File: src/rtl/core/dlf_pkg.sv
`timescale 1ns / 1ps

package dlf_pkg;

  localparam int unsigned MAX_INPUTS_DEF  = 16;
  localparam int unsigned MAX_NEURONS_DEF = 16;
  localparam int unsigned SIG_DEPTH_DEF   = 256;
  localparam int unsigned QUEUE_DEPTH     = 2;
  localparam int unsigned CFG_IDX_W       = 2;
  localparam int unsigned CFG_DATA_W      = 16;

  localparam logic [15:0] LR_RESET = 16'd655;
  localparam logic [4:0]  CNT_RESET = 5'd16;

  typedef enum logic [2:0] {
    OP_WR_WEIGHT = 3'd0,
    OP_WR_BIAS   = 3'd1,
    OP_FWD       = 3'd2,
    OP_TARGET    = 3'd3,
    OP_WR_DELTA  = 3'd4,
    OP_UPDATE    = 3'd5
  } op_e;

  typedef enum logic [1:0] {
    KIND_ACT   = 2'd0,
    KIND_DELTA = 2'd1,
    KIND_ACK   = 2'd2,
    KIND_DONE  = 2'd3
  } kind_e;

  typedef enum logic [1:0] {
    CFG_LR  = 2'd0,
    CFG_ACT = 2'd1,
    CFG_NIN = 2'd2,
    CFG_NNE = 2'd3
  } cfg_idx_e;

  typedef enum logic [4:0] {
    ST_IDLE,
    ST_WR,
    ST_FWD_RD,
    ST_FWD_MUL,
    ST_FWD_ACC,
    ST_OUT_PRE,
    ST_OUT_EMIT,
    ST_TGT_A,
    ST_TGT_P,
    ST_TGT_D,
    ST_TGT_R,
    ST_TGT_EMIT,
    ST_UPD_RD,
    ST_UPD_LR,
    ST_UPD_WR,
    ST_BIAS_MUL,
    ST_BIAS_WR,
    ST_DONE
  } st_e;

  // effective configuration, counts already clamped
  typedef struct packed {
    logic [15:0] lr;
    logic        act;
    logic [4:0]  nin;
    logic [4:0]  nne;
  } cfg_t;

  typedef struct packed {
    op_e                op;
    logic [3:0]         ii;
    logic [3:0]         ni;
    logic signed [15:0] value;
    logic               last;
    logic               use_elem;
  } cmd_t;

  function automatic logic signed [15:0] sat16(input logic signed [49:0] v);
    if (v > 50'sd32767) return 16'sh7fff;
    if (v < -50'sd32768) return 16'sh8000;
    return v[15:0];
  endfunction

  function automatic logic signed [31:0] sat32(input logic signed [49:0] v);
    if (v > 50'sd2147483647) return 32'sh7fffffff;
    if (v < -50'sd2147483648) return 32'sh80000000;
    return v[31:0];
  endfunction

  // floor((v + half) / 2^s)
  function automatic logic signed [49:0] rshr(input logic signed [49:0] v,
                                              input int unsigned s);
    logic signed [49:0] h;
    h = 50'sd1 <<< (s - 1);
    return (v + h) >>> s;
  endfunction

  // shift-subtract divide, elaboration use only
  function automatic longint unsigned udiv(input longint unsigned n,
                                           input longint unsigned d);
    longint unsigned q;
    longint unsigned r;
    q = 0;
    r = 0;
    for (int k = 63; k >= 0; k--) begin
      r = {r[62:0], n[k]};
      q = q << 1;
      if (r >= d) begin
        r = r - d;
        q = q | 64'd1;
      end
    end
    return q;
  endfunction

  // e^-a in Q0.16, a in Q4.12
  function automatic longint unsigned exp_neg(input longint unsigned a);
    longint unsigned t, n, f, f2, f3, f4, p;
    t  = (a * 64'd94548) >> 12;
    n  = t >> 16;
    f  = t & 64'hFFFF;
    f2 = (f * f) >> 16;
    f3 = (f2 * f) >> 16;
    f4 = (f3 * f) >> 16;
    p  = 64'd65536 - ((64'd45426 * f) >> 16) + ((64'd15743 * f2) >> 16)
         - ((64'd3638 * f3) >> 16) + ((64'd630 * f4) >> 16);
    return (n >= 16) ? 64'd0 : (p >> n);
  endfunction

  // sigmoid at the center of bin i, Q4.12
  function automatic logic [15:0] sig_entry(input int i, input int depth);
    longint          c;
    longint unsigned a, e, s;
    c = -64'sd32768 + longint'(udiv(longint'(2 * i + 1) * 64'd32768,
                                    longint'(depth)));
    a = (c < 0) ? longint'(-c) : longint'(c);
    e = exp_neg(a);
    s = udiv(64'h1_0000_0000, 64'd65536 + e);
    if (c < 0) s = 64'd65536 - s;
    return 16'((s + 64'd8) >> 4);
  endfunction

endpackage

File: src/rtl/core/dlf_queue.sv
`timescale 1ns / 1ps

module dlf_queue (
  input  logic          clk_i,
  input  logic          rst_ni,
  input  logic          push_i,
  input  dlf_pkg::cmd_t cmd_i,
  output logic          full_o,
  input  logic          pop_i,
  output logic          valid_o,
  output dlf_pkg::cmd_t cmd_o
);
  import dlf_pkg::*;

  localparam int unsigned PW = (QUEUE_DEPTH > 1) ? $clog2(QUEUE_DEPTH) : 1;

  cmd_t            mem_q [QUEUE_DEPTH];
  logic [PW-1:0]   wp_q, rp_q;
  logic [PW:0]     cnt_q;

  assign full_o  = (cnt_q == (PW+1)'(QUEUE_DEPTH));
  assign valid_o = (cnt_q != '0);
  assign cmd_o   = mem_q[rp_q];

  always_ff @(posedge clk_i) begin
    if (push_i) mem_q[wp_q] <= cmd_i;
  end

  always_ff @(posedge clk_i or negedge rst_ni) begin
    if (!rst_ni) begin
      wp_q  <= '0;
      rp_q  <= '0;
      cnt_q <= '0;
    end else begin
      if (push_i) wp_q <= (wp_q == PW'(QUEUE_DEPTH - 1)) ? '0 : wp_q + 1'b1;
      if (pop_i)  rp_q <= (rp_q == PW'(QUEUE_DEPTH - 1)) ? '0 : rp_q + 1'b1;
      if (push_i && !pop_i)      cnt_q <= cnt_q + 1'b1;
      else if (!push_i && pop_i) cnt_q <= cnt_q - 1'b1;
    end
  end

endmodule

File: config.mk
export PLATFORM = sky130hd
export DESIGN_NAME = dlf_queue
export DESIGN_NICKNAME = d
export VERILOG_FILES = /design/src/rtl/core/dlf_pkg.sv /design/src/rtl/core/dlf_queue.sv
export SDC_FILE = /design/constraint.sdc
export NUM_CORES = 1
export LEC_CHECK = 0
export BUFFER_PORTS_ARGS = -buffer_cell sky130_fd_sc_hd__buf_2
export CORE_MARGIN = 5
export CORE_UTILIZATION = 51
export CTS_CLUSTER_SIZE = 14
export DETAILED_ROUTE_END_ITERATION = 8
export GPL_ROUTABILITY_DRIVEN = 0
export PLACE_DENSITY = 0.78
export SLEW_MARGIN = 0
export SYNTH_ARGS = -nofsm -noshare
export SYNTH_HDL_FRONTEND = slang
export SYNTH_SLANG_ARGS = --single-unit
File: constraint.sdc
create_clock -name clk_i -period 2.6 [get_ports clk_i]
set_input_delay 0.52 -clock clk_i [delete_from_list [all_inputs] [get_ports clk_i]]
set_output_delay 0.52 -clock clk_i [all_outputs]
set_load 0.01 [all_outputs]
==> results.md <==
- I/O Buffers: 63
- Worst Setup End Kind: primary output
- CTS root buf: clkbuf_8
- Setup bufs post-CTS: 0
- Minimum clock period after layout: around 2200 ps
- CTS Buf Count: 9
- Htree depth: 3
- Die height: roughly 79 µm
- Detailed placement HPWL: about 2900 µm
- Setup tns final: 0 ps
- Reg2Reg Setup Slack: 1360 ps
- Critical path required time: roughly 2100 ps
- Final Net Count: roughly 220
- Via count: 1,183
- # clock sinks: between 60 and 70
- RSZ-0062 raised after global routing: false
- Clock Path Buffers: 2
- Floorplan core area: approximately 4600 µm²
- IO Count: 64
- Top cell type's share of synthesized area: 0.726
- # diodes: 0
- Setup Crit Path Kind: flop to primary output
- Yosys cell types: 12
- Worst-Skew Late Latency: ~330 ps
- DR WL/cell: roughly 16 µm
- R2R depth: 2
- CTS resizes: 0
- Gr ovfl total: 0
- Routed Wire Length: 3970 µm
- Max_cap viols: 0
- Post-Syn Area: roughly 2400 µm²
- FF-to-FF End: mem_q[0][17]$_DFFE_PP_
- Synth top area cells: edfxtp_1, mux2_4, dfrtp_1
- R2R Path Start: wp_q$_DFFE_PN0P_
- Worst-Margin Slew: 454 ps
- Ys Warns: 0
- Tot GR Track Use: 0.142
- Hold depth: 1
- Row cnt: 25
- CP Max Fanout: 17
- Vias in the first global route: roughly 1,300
- Final setup viols: 0
- Post-DRT Antenna Nets: 0
- First drt pass iteration count: 4
- Leak: roughly 1.2 nW
- Comb pwr share: 0.305
- Post-synth top area cell: edfxtp_1
- Global-route wire length before repair: between 6000 and 7000 µm
- F_max: between 0.4 and 0.5 GHz
- Switch share: 0.281
- Die ar.: approximately 6200 µm²
- DRC viols: 0
- Die X: slightly below 80 µm
- Hold_sp: cmd_i[6]
- Worst vdd ir: 577 µV
- Starting Density: 0.518
- P per Cell Area: ~1100 nW/µm²
- Outcome: finished, final reports clean
- Overall power: ~3.2 mW
- Sequential area share after synthesis: 0.767
- Syn avg cell area: 22.6 µm²
- Pint: ~2.3 mW
- Slew HR: 0.697
- Largest net degree at the start of global routing: 30
- Layout cell share with drive strength beyond 1: 0.604
- Worst Hold Class: input port to flop
- Setup Skew: between 3 and 4 ps
- CTS tree: yes
- Final Max Slew Viols: 0
- Initial antenna violation count: 0
- Routed vias/inst: 4.91
- Clock transition at the registers of the reported paths: ~70 ps
- Final hold vios: 0
- Startpoint types: flop
- Post-Syn Nets: 140
- Period utilisation layout: 0.849
- Area Overhead vs Synth: 24.8%
- Share of power burned in the clock network: 0.242
- #FFs+latches synth: 62
- NetSw: just over 900 µW
- Synth Instances: 106
- Hold Path End: mem_q[1][6]$_DFFE_PP_
- Initial drt markers: between 70 and 80
- Fillers: around 330
- Critical Path AT: 1690 ps
- Seq pwr share: 0.453
- Cts hold-fix bufs: 1
-- power by group through the flow --
stage	clock network (mW)	registers, mW	logic, mW
5_1_grt	0.857	1.48	1.05
4_1_cts	0.802	1.47	1.01
3_3_place_gp	0	1.46	0.978
2_1_floorplan	0	1.41	0.740
6_report	0.781	1.46	0.985
3_5_place_dp	0	1.49	1.00
-- how the worst max path moves through the flow --
stage / startpoint / cells after the start / slack, ps / to
finish: rp_q$_DFFE_PN0P_ / 3 / 390 / cmd_o[19]
global route: rp_q$_DFFE_PN0P_ / 3 / 310 / cmd_o[19]
CTS: rp_q$_DFFE_PN0P_ / 3 / 350 / cmd_o[2]
detailed placement: rp_q$_DFFE_PN0P_ / 3 / 720 / cmd_o[19]
global placement: rp_q$_DFFE_PN0P_ / 3 / 740 / cmd_o[19]
floorplan: push_i / 1 / 340 / mem_q[0][0]$_DFFE_PP_
-- layout make-up --
cell class                      instances  area (µm²)  area share
Clock buffer                            9         124      0.0414
Inverter                                1        3.75     0.00125
Tap cell                               54        67.6      0.0226
Clock inverter                          7        65.1      0.0217
Timing Repair Buffer                   68         368       0.123
Sequential cell                        62        1840       0.616
Multi-Input combinational cell         40         523       0.175
-- cells by family after synthesis --
logic type                 synth area share
DFF                                   0.767
adders and majority gates           0.00521
and+or+nand+nor                      0.0120
muxes                                 0.181
buffers and inverters                0.0156
xor gates and xnor gates             0.0182
-- flip-flops by register name, indices dropped and copies added, names as in the netlist --
signal	count
cnt_q	2
mem_q	58
rp_q	1
wp_q	1
-- cells in the final DEF (no fill, tap or decap) --
cell           count
clkinvlp_4         3
clkbuf_8           9
dfrtp_1            3
clkinv_2           1
dlygate4sd3_1      1
xnor2_1            1
buf_12             1
clkinv_1           2
buf_4              3
nor2_1             1
edfxtp_1          58
xor2_1             4
nor2b_2            1
inv_1              1
buf_2             63
and2_1             1
or2_2              1
mux2_4            29
dfrtp_2            1
ha_1               1
bufinv_16          1
nor2b_1            1
-- through the flow --
| step | hold slack (ps) | utilization | worst slack, ps | std cells | cell area [µm²] |
|---|---|---|---|---|---|
| 3_3_place_gp | 328 | 0.604 | 745 | 224 | 2800 |
| 3_5_place_dp | 336 | 0.604 | 720 | 224 | 2800 |
| 6_report | 376 | 0.647 | 392 | 241 | 2990 |
| 2_1_floorplan | 224 | - | 342 | 106 | 2400 |
| 5_1_grt | 351 | 0.647 | 312 | 241 | 2990 |
| 4_1_cts | 357 | 0.647 | 348 | 241 | 2990 |
-- layer usage --
metal	track usage	routed length (µm)	up-vias
li1	-	-	559
met1	0.140	1390	579
met2	0.249	2230	37
met3	0.0585	280	8
met4	0.0839	70	0
met5	0	0	-
-- critical path: stages (launching register included) --
cell and delay, ps:
dfrtp_2 650, buf_12 240, mux2_4 320, buf_2 140
-- synthesized netlist by cell type --
master	number
nor2b_1	2
xnor2_1	1
or2_2	1
and2_1	1
nor2_1	1
dfrtp_1	4
mux2_4	29
ha_1	1
xor2_1	4
edfxtp_1	58
inv_1	1
buf_6	3
Note: power is estimated with default switching activity, not from simulation.
