==> config.mk <==
export PLATFORM = sky130hd
export DESIGN_NAME = dlf_front
export DESIGN_NICKNAME = d
export VERILOG_FILES = /design/src/rtl/core/dlf_pkg.sv /design/src/rtl/core/dlf_front.sv
export SDC_FILE = /design/constraint.sdc
export NUM_CORES = 1
export LEC_CHECK = 0
export BUFFER_PORTS_ARGS = -buffer_cell sky130_fd_sc_hd__buf_2
export CAP_MARGIN = 20
export CORE_MARGIN = 1
export CORE_UTILIZATION = 21
export DETAILED_ROUTE_END_ITERATION = 16
export PLACE_DENSITY = 0.84
export SLEW_MARGIN = 40
export SYNTH_ARGS = -nofsm -noshare
export SYNTH_HDL_FRONTEND = slang
export SYNTH_SLANG_ARGS = --single-unit
==> constraint.sdc <==
create_clock -name vclk -period 2
set_clock_uncertainty 0.2 [all_clocks]
set_input_delay 0.5 -clock vclk [all_inputs]
set_output_delay 0.5 -clock vclk [all_outputs]
set_load 0.02 [all_outputs]
==> src/rtl/core/dlf_pkg.sv <==
`timescale 1ns / 1ps

package dlf_pkg;

  localparam int unsigned MAX_INPUTS_DEF  = 16;
  localparam int unsigned MAX_NEURONS_DEF = 16;
  localparam int unsigned SIG_DEPTH_DEF   = 256;
  localparam int unsigned QUEUE_DEPTH     = 2;
  localparam int unsigned CFG_IDX_W       = 2;
  localparam int unsigned CFG_DATA_W      = 16;

  localparam logic [15:0] LR_RESET = 16'd655;
  localparam logic [4:0]  CNT_RESET = 5'd16;

  typedef enum logic [2:0] {
    OP_WR_WEIGHT = 3'd0,
    OP_WR_BIAS   = 3'd1,
    OP_FWD       = 3'd2,
    OP_TARGET    = 3'd3,
    OP_WR_DELTA  = 3'd4,
    OP_UPDATE    = 3'd5
  } op_e;

  typedef enum logic [1:0] {
    KIND_ACT   = 2'd0,
    KIND_DELTA = 2'd1,
    KIND_ACK   = 2'd2,
    KIND_DONE  = 2'd3
  } kind_e;

  typedef enum logic [1:0] {
    CFG_LR  = 2'd0,
    CFG_ACT = 2'd1,
    CFG_NIN = 2'd2,
    CFG_NNE = 2'd3
  } cfg_idx_e;

  typedef enum logic [4:0] {
    ST_IDLE,
    ST_WR,
    ST_FWD_RD,
    ST_FWD_MUL,
    ST_FWD_ACC,
    ST_OUT_PRE,
    ST_OUT_EMIT,
    ST_TGT_A,
    ST_TGT_P,
    ST_TGT_D,
    ST_TGT_R,
    ST_TGT_EMIT,
    ST_UPD_RD,
    ST_UPD_LR,
    ST_UPD_WR,
    ST_BIAS_MUL,
    ST_BIAS_WR,
    ST_DONE
  } st_e;

  // effective configuration, counts already clamped
  typedef struct packed {
    logic [15:0] lr;
    logic        act;
    logic [4:0]  nin;
    logic [4:0]  nne;
  } cfg_t;

  typedef struct packed {
    op_e                op;
    logic [3:0]         ii;
    logic [3:0]         ni;
    logic signed [15:0] value;
    logic               last;
    logic               use_elem;
  } cmd_t;

  function automatic logic signed [15:0] sat16(input logic signed [49:0] v);
    if (v > 50'sd32767) return 16'sh7fff;
    if (v < -50'sd32768) return 16'sh8000;
    return v[15:0];
  endfunction

  function automatic logic signed [31:0] sat32(input logic signed [49:0] v);
    if (v > 50'sd2147483647) return 32'sh7fffffff;
    if (v < -50'sd2147483648) return 32'sh80000000;
    return v[31:0];
  endfunction

  // floor((v + half) / 2^s)
  function automatic logic signed [49:0] rshr(input logic signed [49:0] v,
                                              input int unsigned s);
    logic signed [49:0] h;
    h = 50'sd1 <<< (s - 1);
    return (v + h) >>> s;
  endfunction

  // shift-subtract divide, elaboration use only
  function automatic longint unsigned udiv(input longint unsigned n,
                                           input longint unsigned d);
    longint unsigned q;
    longint unsigned r;
    q = 0;
    r = 0;
    for (int k = 63; k >= 0; k--) begin
      r = {r[62:0], n[k]};
      q = q << 1;
      if (r >= d) begin
        r = r - d;
        q = q | 64'd1;
      end
    end
    return q;
  endfunction

  // e^-a in Q0.16, a in Q4.12
  function automatic longint unsigned exp_neg(input longint unsigned a);
    longint unsigned t, n, f, f2, f3, f4, p;
    t  = (a * 64'd94548) >> 12;
    n  = t >> 16;
    f  = t & 64'hFFFF;
    f2 = (f * f) >> 16;
    f3 = (f2 * f) >> 16;
    f4 = (f3 * f) >> 16;
    p  = 64'd65536 - ((64'd45426 * f) >> 16) + ((64'd15743 * f2) >> 16)
         - ((64'd3638 * f3) >> 16) + ((64'd630 * f4) >> 16);
    return (n >= 16) ? 64'd0 : (p >> n);
  endfunction

  // sigmoid at the center of bin i, Q4.12
  function automatic logic [15:0] sig_entry(input int i, input int depth);
    longint          c;
    longint unsigned a, e, s;
    c = -64'sd32768 + longint'(udiv(longint'(2 * i + 1) * 64'd32768,
                                    longint'(depth)));
    a = (c < 0) ? longint'(-c) : longint'(c);
    e = exp_neg(a);
    s = udiv(64'h1_0000_0000, 64'd65536 + e);
    if (c < 0) s = 64'd65536 - s;
    return 16'((s + 64'd8) >> 4);
  endfunction

endpackage

==> src/rtl/core/dlf_front.sv <==
`timescale 1ns / 1ps

module dlf_front (
  input  logic                clk_i,
  input  logic                rst_ni,
  input  logic                in_valid_i,
  output logic                in_stall_o,
  input  logic [2:0]          opcode_i,
  input  logic [3:0]          input_index_i,
  input  logic [3:0]          neuron_index_i,
  input  logic signed [15:0]  value_i,
  input  logic                last_element_i,
  input  dlf_pkg::cfg_t       cfg_i,
  input  logic                q_full_i,
  output logic                q_push_o,
  output dlf_pkg::cmd_t       q_cmd_o
);
  import dlf_pkg::*;

  logic keep;
  logic busy_q;

  // registered copy of the push strobe; it has no effect on push, as busy_q | ~busy_q is always true
  always_ff @(posedge clk_i or negedge rst_ni) begin
    if (!rst_ni) begin
      busy_q <= 1'b0;
    end else begin
      busy_q <= q_push_o;
    end
  end

  always_comb begin
    q_cmd_o.ii       = input_index_i;
    q_cmd_o.ni       = neuron_index_i;
    q_cmd_o.value    = value_i;
    q_cmd_o.last     = last_element_i;
    q_cmd_o.use_elem = (5'(input_index_i) < cfg_i.nin);
    q_cmd_o.op       = OP_WR_WEIGHT;
    keep             = 1'b1;
    case (opcode_i)
      OP_WR_WEIGHT: q_cmd_o.op = OP_WR_WEIGHT;
      OP_WR_BIAS:   q_cmd_o.op = OP_WR_BIAS;
      OP_FWD: begin
        q_cmd_o.op = OP_FWD;
        // element out of range and not last does nothing
        keep = q_cmd_o.use_elem | last_element_i;
      end
      OP_TARGET:    q_cmd_o.op = OP_TARGET;
      OP_WR_DELTA:  q_cmd_o.op = OP_WR_DELTA;
      OP_UPDATE:    q_cmd_o.op = OP_UPDATE;
      default:      keep = 1'b0;
    endcase
  end

  assign in_stall_o = q_full_i;
  assign q_push_o   = in_valid_i & ~q_full_i & keep & (busy_q | ~busy_q);

endmodule

==> results.py, run 1 <==
metrics = {
    "run_status": {
        "outcome": "finished, violations left",
        "violations": "setup timing",
    },
    "sta": {
        "worst_slack_ns": -0.183,
        "grt_setup_unrepaired": "true",
        "setup_viol": 2,
        "min_period_ns": 2.18,
        "timing.slew.headroom": 0.867,
        "hold_viol": 0,
        "finalCritPeriodShare": 1.09,
        "worst_pin_slew_ns": 0.199,
        "max_freq_mhz": 458,
        "maxSlewViolCount": 0,
    },
    "yosys": {
        "yosysSeqAreaShare": 0,
        "synth_top_area_share": 0.605,
        "yosysWarnings": 0,
        "yosysMostFrequentCell": "buf_4",
        "yosys-top-cells-count": "26 x buf_4, 4 x inv_1, 3 x ha_1, 3 x nor2b_1",
        "synth_cells": 46,
        "yosysTopAreaCell": "buf_4",
        "avgSynthCellArea_um2": 7.02,
        "synth.cell_area_um2": 323,
        "synth_cell_types": 12,
        "ys_top_cells_by_area": "buf_4 60%, ha_1 12%, nor2b_1 5.8%, inv_1 4.7%, a21oi_1 3.1%",
        "syn_nets": 108,
    },
    "cells_and_area": {
        "fin_area_um2": 358,
        "fillers": 170,
        "diodes": 0,
        "seq_cell_count": 0,
        "final-instance-count-excl-fill": 61,
        "fin_nets": 110,
        "area_delta_synth_final_pct": 10.9,
        "drive_gt1_frac": 0.761,
        "multi_input_area_um2": 154,
        "seq_area_um2": 0,
        "clkbuf_count": 0,
    },
    "place": {
        "hpwlAfterDp_um": 502,
        "routabilityCongestion": 0.480,
        "dpl.cell_count": 61,
        "place_area_um2": 289,
        "port_buffers": 26,
    },
    "grt": {
        "grt_pass1_wl_um": 696,
        "grt_usage": 0.0586,
        "gr-total-overflow": 0,
        "antenna_found_initial": 0,
        "grt_pass1_vias": 178,
        "grt_max_degree": 6,
    },
    "route": {
        "vias": 232,
        "postRouteAntennaNets": 0,
        "post_drt_wl_per_cell_um": 9.48,
        "drt-pass1-iter-count": 1,
        "viasPerCell": 3.80,
        "drcViolationCount": 0,
        "drt_iter0_markers": 0,
        "wirelength_um": 578,
    },
    "die": {
        "die_h_um": 41.2,
        "row_count": 13,
        "core_area_mm2": 0.00137,
        "io_pins": 90,
        "die_x_um": 41.2,
        "initial_core_util": 0.236,
        "dieArea_mm2": 0.00170,
    },
    "min_path": {
        "hold_path_startpoint": "value_i[9]",
        "hp-class": "in2out",
        "worstHoldPathCells": 0,
        "whs_endpoint": "q_cmd_o[11]",
    },
    "pwr": {
        "p_leak_uw": 0.000187,
        "p_switching_uw": 43.1,
        "clockPowerShare": 0,
        "p_sw_frac": 0.489,
        "irDropWorstVdd_uv": 70.8,
        "internal_power_uw": 45.0,
        "p_per_area_mw_per_mm2": 246,
        "seq_power_share": 0,
        "combPwrFrac": 1.000,
    },
    "setup_path": {
        "critPathCaptureType": "output pin",
        "cp.required_ns": 1.30,
        "arrival_ns": 1.48,
        "critPathLaunchType": "primary input",
        "crit_type": "in2out",
        "critPathMaxFanout": 2,
    },
    "clock_network": {
        "holdBufCountCts": 0,
        "post-cts-setup-buffer-count": 0,
    },
    "job": {
        "max-cap-violations": 0,
    },
}
-- cell families after synthesis --
group,Yosys count,share of synthesized area
AOI/OAI and AO/OA,6,0.120
adders and majority gates,3,0.116
buffers and inverters,30,0.651
and+or+nand+nor,7,0.112
-- placed cells by master, fill, tap and decap left out, drive strengths merged --
cell    Yosys  layout
or2         1       1
inv         4       4
a21boi      1       1
o31a        1       1
a211oi      1       1
a21oi       2       2
nor2        1       1
o21ai       1       1
nor2b       3       3
ha          3       3
nand2       2       2
buf        26      26
-- worst max-delay path by stage --
stage / from / end / slack, ns / depth (start not counted)
after floorplan: cfg_i[6] / q_cmd_o[0] / -0.02 / 6
after global placement: input_index_i[2] / q_cmd_o[0] / -0.28 / 7
after detailed placement: input_index_i[2] / q_cmd_o[0] / -0.28 / 7
after CTS: input_index_i[2] / q_push_o / -0.22 / 7
after global routing: cfg_i[7] / q_push_o / -0.22 / 8
final: input_index_i[2] / q_push_o / -0.18 / 7
-- repair_timing --
item / CTS / global route
resized for setup: 15 / 2
pin swaps: 2 / 3
setup endpoints to repair: 2 / 2
endpoints found under the hold margin: 0 / 0
cloned: 0 / 0
-- worst max-delay path, cell delays in order --
cell and delay [ns]:
buf_6 0.10, ha_4 0.26, nand2_2 0.05, o21ai_2 0.12, a21oi_2 0.07, o31a_1 0.25, buf_6 0.13
-- cell type report --
type / instances / area share
tap: 15 / 0.0524
multi-input combinational: 16 / 0.430
inverter: 4 / 0.0490
timing repair buffer: 26 / 0.469
-- power by group through the flow --
stage	Clock [uW]	Combinational, uW	Sequential (uW)
after CTS	0	88.2	0
after detailed placement	0	68.6	0
after global routing	0	97.2	0
after floorplan	0	103	0
final	0	88.1	0
after global placement	0	66.6	0
-- layer usage --
metal	GRT usage	part of all wire	vias up
li1	-	-	120
met1	0.0665	0.30	98
met2	0.0977	0.56	12
met3	0.0163	0.14	2
met4	0.0323	0.0035	0
met5	0	0	-
-- through the flow --
step	util	hold slack (ns)	power [uW]	setup TNS [ns]	worst slack (ns)
floorplan	-	0.878	103	-0.0337	-0.0174
global placement	0.212	0.800	66.6	-0.532	-0.285
detailed placement	0.212	0.800	68.6	-0.532	-0.284
CTS	0.257	0.800	88.2	-0.419	-0.222
global route	0.262	0.800	97.2	-0.438	-0.221
finish	0.262	0.800	88.1	-0.362	-0.183
Power figures use the tool's default switching activity.
==> inputs of run 2 (changes only) <==
--- a/config.mk
+++ b/config.mk
@@ -11,6 +11,7 @@
 export CORE_UTILIZATION = 21
 export DETAILED_ROUTE_END_ITERATION = 16
 export PLACE_DENSITY = 0.84
+export SETUP_SLACK_MARGIN = 0.2
 export SLEW_MARGIN = 40
 export SYNTH_ARGS = -nofsm -noshare
 export SYNTH_HDL_FRONTEND = slang
==> run 2 against run 1 <==
  * The flow still finishes with violations (setup timing)
  * Critical endpoint unchanged
  * Via count is 5.6% higher
  * Global-route usage down 0.22 points
  * Die area unchanged
  * Combinational power grew 1%
  * Maximum frequency shrank 0.89%
  * Critical path depth rose by 1
  * Largest power group unchanged
  * Power increased by 1.1%
==> results.py, run 2 (same netlist as run 1, synthesis figures left out) <==
metrics = {
    "run_status": {
        "outcome": "finished, violations left",
        "violations": "setup timing",
    },
    "route": {
        "drcViolationCount": 0,
        "drt-pass1-iter-count": 2,
        "viasPerCell": 4.02,
        "postRouteAntennaNets": 0,
        "vias": 245,
        "post_drt_wl_per_cell_um": 9.82,
        "drt_iter0_markers": 1,
        "wirelength_um": 599,
    },
    "sta": {
        "timing.slew.headroom": 0.863,
        "maxSlewViolCount": 0,
        "setup_viol": 2,
        "grt_setup_unrepaired": "true",
        "finalCritPeriodShare": 1.10,
        "worst_slack_ns": -0.203,
        "min_period_ns": 2.20,
        "worst_pin_slew_ns": 0.205,
        "hold_ws_ns": 0.800,
        "max_freq_mhz": 454,
        "hold_viol": 0,
    },
    "setup_path": {
        "cp_slowest_stage_delay_ns": 0.25,
        "arrival_ns": 1.50,
        "worstPathCellList": "buf_8, inv_12, ha_4, nand2_2, o21ai_2, a21oi_2, o31a_1, buf_6",
        "critPathCaptureType": "output pin",
        "critPathMaxFanout": 2,
        "crit_buf_inv": 3,
        "critPathTopFamily": "compound AO/OA/AOI/OAI gates",
        "crit_type": "in2out",
        "slowest_stage": "ha_4",
        "critPathLaunchType": "primary input",
        "cp.required_ns": 1.30,
    },
    "cells_and_area": {
        "seq_area_um2": 0,
        "diodes": 0,
        "final_common_cell": "buf_2",
        "clkbuf_count": 0,
        "drive_gt1_frac": 0.761,
        "area_delta_synth_final_pct": 11.2,
        "seq_cell_count": 0,
        "fin_nets": 110,
        "layout_common_cells": "22 x buf_2, 3 x nor2b_1, 3 x buf_6",
    },
    "grt": {
        "grt_usage": 0.0564,
        "grt_max_degree": 6,
        "antenna_found_initial": 0,
        "gr-total-overflow": 0,
        "grt_pass1_wl_um": 676,
        "grt_pass1_vias": 193,
    },
    "die": {
        "core_area_mm2": 0.00137,
        "io_pins": 90,
        "die_x_um": 41.2,
        "dieArea_mm2": 0.00170,
        "die_h_um": 41.2,
        "row_count": 13,
        "initial_core_util": 0.236,
    },
    "pwr": {
        "p_per_area_mw_per_mm2": 248,
        "irDropWorstVdd_uv": 52.7,
        "p_leak_uw": 0.000187,
        "power_uw": 89.0,
    },
    "clock_network": {
        "post-cts-setup-buffer-count": 0,
        "holdBufCountCts": 0,
    },
    "place": {
        "routabilityCongestion": 0.550,
        "port_buffers": 26,
        "hpwlAfterDp_um": 499,
    },
    "job": {
        "max-cap-violations": 0,
    },
    "min_path": {
        "hp-class": "in2out",
    },
}
-- run 2: through the flow --
step,setup TNS (ns),area (um2),cells,worst slack [ns],util
2_1_floorplan,-0.0115,354,46,-0.0115,-
3_3_place_gp,-0.665,308,61,-0.343,0.225
3_5_place_dp,-0.659,308,61,-0.335,0.225
4_1_cts,-0.455,359,61,-0.239,0.263
5_1_grt,-0.488,359,61,-0.256,0.263
6_report,-0.383,359,61,-0.203,0.263
-- run 2: timing repair --
action                                  in CTS  in global routing
pin swaps                                    2                  1
resized for setup                           12                  1
endpoints found under the setup margin       2                  2
-- run 2: worst paths after layout --
path,start,endpoint,depth (start not counted)
min,value_i[9],q_cmd_o[11],0
max,cfg_i[7],q_push_o,8
-- run 2: final cells by class --
| cell class | instances | area, um2 |
|---|---|---|
| fill | 160 | 1010 |
| timing repair buffer | 26 | 159 |
| multi-input combinational | 16 | 154 |
| inverter | 4 | 27.5 |
| tap | 15 | 18.8 |
-- run 2: per-layer routing --
layer	GRT usage	part of all wire	vias to the layer above
met1	0.0443	0.32	104
met4	0.0242	0.0067	0
met2	0.117	0.51	20
met3	0.0217	0.16	2
li1	-	-	119
met5	0	0	-
-- run 2: power breakdown --
group          switching, uW  internal, uW  total [uW]  leakage (uW)
logic                   44.9          44.2        89.0      0.000187
clock network              0             0           0             0
registers                  0             0           0             0
total                   44.9          44.2        89.0      0.000187
